--- src/rtl/core/msc_ram.sv ---
// Generic single-write, single-read RAM with registered read data.
`timescale 1ns / 1ps
`default_nettype none
module msc_ram #(
  parameter int WIDTH = 8,
  parameter int DEPTH = 64
) (
  input  wire logic                                           clk_i,
  input  wire logic                                           we_i,
  input  wire logic [((DEPTH > 1) ? $clog2(DEPTH) : 1)-1:0]   waddr_i,
  input  wire logic [WIDTH-1:0]                               wdata_i,
  input  wire logic [((DEPTH > 1) ? $clog2(DEPTH) : 1)-1:0]   raddr_i,
  output      logic [WIDTH-1:0]                               rdata_o
);

  logic [WIDTH-1:0] mem [DEPTH];

  // Write port
  always_ff @(posedge clk_i) begin
    if (we_i) begin
      mem[waddr_i] <= wdata_i;
    end
  end

  // Registered read port
  always_ff @(posedge clk_i) begin
    rdata_o <= mem[raddr_i];
  end

endmodule
`default_nettype wire

--- config.mk ---
export PLATFORM = sky130hd
export DESIGN_NAME = msc_ram
export DESIGN_NICKNAME = d
export VERILOG_FILES = /design/src/rtl/core/msc_ram.sv
export SDC_FILE = /design/constraint.sdc
export NUM_CORES = 1
export LEC_CHECK = 0
export ABC_CLOCK_PERIOD_IN_PS = 2400
export BUFFER_PORTS_ARGS = -buffer_cell sky130_fd_sc_hd__buf_2
export CAP_MARGIN = 30
export CELL_PAD_IN_SITES_DETAIL_PLACEMENT = 0
export CELL_PAD_IN_SITES_GLOBAL_PLACEMENT = 1
export CORE_MARGIN = 4
export CORE_UTILIZATION = 23
export CTS_BUF_LIST = sky130_fd_sc_hd__clkbuf_4 sky130_fd_sc_hd__clkbuf_8
export CTS_CLUSTER_DIAMETER = 60
export DETAILED_ROUTE_END_ITERATION = 7
export PLACE_DENSITY = 0.41
export SETUP_SLACK_MARGIN = 0.05
export SYNTH_ARGS = -nofsm -noshare
export SYNTH_HDL_FRONTEND = slang
export SYNTH_SLANG_ARGS = --single-unit
--- constraint.sdc ---
create_clock -name clk_i -period 2.4 [get_ports clk_i]
set_input_delay 0.24 -clock clk_i [delete_from_list [all_inputs] [get_ports clk_i]]
set_output_delay 0.24 -clock clk_i [all_outputs]
set_load 0.005 [all_outputs]
# ---- Word level (Yosys, flattened, before mapping)
# Memory sizes are Yosys's and may differ from the RTL's. A register that Yosys moved wholly into a read port is not among the register bits.
# Index checks and enable logic that the tools add are counted.
dict set report op_classes {
  n_addsub 0
  n_mul 0
  n_div 0
  n_lt_le_gt_ge 0
  n_eq_ne 0
  shifts 0
  muxes 2
  n_bitwise 0
  n_reduce_logical 0
}
# op n
set op_table {}
lappend op_table {{1-bit 2-to-1 mux} 2}
dict set report word_totals {
  ff_bits 0
  latchBits 0
  ramBits 512
  rom_bits 0
  inputBits 22
  output_inout_bits 8
  wordCells 3
  n_memories 1
}
# memory depth word_bits rd rd_ports_with_merged_regs write_ports line
set memory_table {}
lappend memory_table {mem 64 8 1 1 1 16} ;# logic [WIDTH-1:0] mem [DEPTH];

# ---- Logic depth before layout (Yosys ltp)
dict set report logic_depth {
  depth_word 2
  ltp_mapped 9
  depth_no_buf 5
}

# ---- Worst setup path after synthesis
# OpenSTA, ideal clock, no wires.
dict set report synth_timing {
  path_kind {input port to flip-flop}
  startpoint {input raddr_i[1] (netlist bit)}
  endpoint {register rdata_o[3], read port of mem}
  setup_ps 128
  arrival_time_ps 1780
  t_required_ps 2272
  path_slack_ps 492
  cell_stages 7
  path_buffers 3
  path_cell_list {buf_4 -> buf_2 -> buf_2 -> mux4_2 -> mux4_2 -> o21ai_1 -> o41ai_1}
}
# element line
set synth_lines {}
lappend synth_lines {{start, declared} 12} ;# input wire logic [((DEPTH > 1) ? $clog2(DEPTH) : 1)-1:0] raddr_i,
lappend synth_lines {{end, declared} 13} ;# output logic [WIDTH-1:0] rdata_o

==> flow_metrics.env <==
export IMPL_syn_inst=940
export IMPL_rsz0062_at_grt="no"
export IMPL_hold_path_endpoint="mem[41][0]"
export IMPL_critPathMaxFanout=1
export IMPL_yosysWarningCount=0
export IMPL_final_period_utilization_pct=83.8
export IMPL_stdcell_area_mm2=0.0246
export IMPL_final_common_cell="edfxtp_1"
export IMPL_cts_tree="built"
export IMPL_hold_violations=0
export IMPL_n_fill_cell=8562
export IMPL_max_vdd_ir_drop_mv=0.363
export IMPL_synth_edf_count=512
export IMPL_clockBufferDepth=3
export IMPL_final_cells=2394
export IMPL_port_buffers=29
export IMPL_status="completed"
export IMPL_cp_start_kind="flop"
export IMPL_setup_tns_ns=0
export IMPL_synthXorXnorAreaFrac_pct=0
export IMPL_cts_buffers=90
export IMPL_met1_length_um=24600
export IMPL_postSynthAreaPerCell_um2=21.5
export IMPL_cts_resized=0
export IMPL_layout_common_cells="edfxtp_1, buf_4, mux4_2, clkbuf_8, nor2_1"
export IMPL_r2r_setup_slack_ns=0.39
export IMPL_min_from="wdata_i[0]"
export IMPL_avgViaCountPerCell=4.18
export IMPL_final_util_pct=28.4
export IMPL_clk_latency_ns=0.65
export IMPL_grt_overflow_total=0
export IMPL_fin_skew_ns=0.0208
export IMPL_slew_viol_final=0
export IMPL_crit_type="reg -> reg"
export IMPL_core_area_mm2=0.0869
export IMPL_drt_first_iter_violations=743
export IMPL_ctsRootBufferMaster="clkbuf_8"
export IMPL_first_pass_iters=6
export IMPL_cp_end_kind="flop"
export IMPL_vias=10015
export IMPL_post_cts_buffers=0
export IMPL_grt_start_max_net_pins=65
export IMPL_ant_nets=0
export IMPL_ys_flop_type="edfxtp_1"
export IMPL_boundaryPins=30
export IMPL_yosysSeqAreaShare_pct=77.0
export IMPL_reg2regPathDepth=6
export IMPL_ctsHoldBuffers=1
export IMPL_tightestPinTransition_ns=0.855
export IMPL_antenna_found_initial=5
export IMPL_cp_required_ns=2.92
export IMPL_synth_compound_area_share_pct=2.07
export IMPL_grt_usage_pct=12.0
export IMPL_ys_ff_latch=520
export IMPL_dieArea_mm2=0.0925
export IMPL_period_minus_slack_ns=2.01
export IMPL_grt_pass1_wl_um=80000
export IMPL_numPlacedInstances=2225
export IMPL_die_h_um=304
export IMPL_dpl_cell_area_mm2=0.0228
export IMPL_power_leakage_nw=7.90
export IMPL_synthArstFlopShare_pct=0
export IMPL_cp_arrival_ns=2.53
export IMPL_synth_area_mm2=0.0202
export IMPL_met3RoutedLength_um=2630
export IMPL_cap_violations=0
export IMPL_drive_gt1_share_pct=37.6
export IMPL_maxSlewHeadroom_pct=43.0
export IMPL_h_tree_depth=3
export IMPL_core_rowCount=108
export IMPL_cts_sinks=520
export IMPL_met2_length_um=26900
export IMPL_initial_core_util_pct=23.2
export IMPL_wl_um=55600
export IMPL_r2r_end="rdata_o[4]"
export IMPL_gp_congestion=0.717
export IMPL_wl_per_cell_um=23.2
export IMPL_synth_cell_types=40
export IMPL_die_x_um=304
export IMPL_syn2layout_area_growth_pct=22.1
export IMPL_fmax_ghz=0.497
export IMPL_yosys_mux_area_fraction_pct=15.9
export IMPL_synth_top_family_by_area="multiplexers"
export IMPL_synth_nets=962
export IMPL_synth_fa_ha_area_share_pct=0
export IMPL_r2r_start="mem[21][4]"
export IMPL_fin_nets=1185
export IMPL_pwr_density_cell_mw_per_mm2=785
export IMPL_grt_pass1_vias=10886
export IMPL_setup_viol=0
export IMPL_highest_layer="met5"
export IMPL_dp_hpwl_um=36500
export IMPL_hp_class="in -> reg"
export IMPL_drcViolationCount=0
export IMPL_min_path_cells=1
export IMPL_synth_simple_gate_area_share_pct=3.39
export IMPL_clkTransAtPathRegs_ns=0.06
export IMPL_crit_start="mem[21][4]"
==> metal layers <==
metal,vias to the layer above,GRT usage [%]
li1,4403,-
met1,5301,16.1
met2,221,19.6
met3,86,2.29
met4,4,4.34
met5,-,0
==> synth_stat cells, types with 3 or more instances <==
cell type	n	area, µm²
a211oi_1	4	30.0
a21oi_1	3	15.0
a221oi_1	6	52.6
a22oi_1	3	22.5
buf_1	4	15.0
buf_2	11	55.1
buf_4	13	97.6
buf_6	4	45.0
clkbuf_1	17	63.8
dfxtp_1	8	160
edfxtp_1	512	15400
mux2_2	13	146
mux2i_1	23	230
mux4_2	126	2840
nand2_1	19	71.3
nand2b_1	7	43.8
nand3_1	13	65.1
nand3b_1	3	22.5
nor2_1	83	312
nor2b_1	14	87.6
nor3_1	7	35.0
o2111ai_1	3	26.3
o221ai_1	8	70.1
o22ai_1	8	50.1
o2bb2ai_1	3	26.3
==> worst max path at each step <==
stage	end	slack [ns]
2_1_floorplan	rdata_o[3]	0.49
3_3_place_gp	rdata_o[6]	-0.06
3_5_place_dp	rdata_o[6]	-0.04
4_1_cts	rdata_o[4]	0.36
5_1_grt	rdata_o[4]	0.31
6_report	rdata_o[4]	0.39
==> where the power goes <==
group	internal [W]	switching, W	total, W
Sequential	0.0101	0.0000528	0.0101
Clock	0.00459	0.00358	0.00817
Combinational	0.000438	0.000634	0.00107
==> kinds of logic (layout without fill, tap and decap cells) <==
family / after synthesis / after routing
muxes: 162 / 162
buffers and inverters: 51 / 348
and+or+nand+nor: 153 / 153
other: 0 / 2
AOI/OAI and AO/OA: 54 / 54
DFF: 520 / 520
==> state kept, by name, indices dropped and copies added, names as in the netlist <==
| register | cells |
|---|---|
| mem | 512 |
| rdata_o | 8 |
==> cell type report <==
type / count / area [µm²] / share of cell area (%)
clock inverter: 38 / 241 / 0.980
sequential: 520 / 15500 / 63.1
tap: 1155 / 1450 / 5.87
timing repair buffer: 182 / 1500 / 6.08
clock buffer: 128 / 1590 / 6.47
antenna: 2 / 5.00 / 0.0203
multi-input combinational: 369 / 4320 / 17.5
==> worst max-delay path: stages (launching register included) <==
cell,delay [ns]
edfxtp_1,0.36
mux4_2,0.47
mux2_2,0.27
o221a_2,0.29
nor3_1,0.23
buf_4,0.17
o32ai_1,0.09
==> through the flow <==
step | setup WS [ns] | total power, W | hold slack [ns]
2_1_floorplan | 0.492 | 0.0108 | 0.339
3_3_place_gp | -0.0567 | 0.0114 | 0.750
3_5_place_dp | -0.0362 | 0.0114 | 0.734
4_1_cts | 0.360 | 0.0197 | 0.0176
5_1_grt | 0.305 | 0.0202 | 0.0675
6_report | 0.389 | 0.0193 | 0.0990
Power figures use the tool's default switching activity.
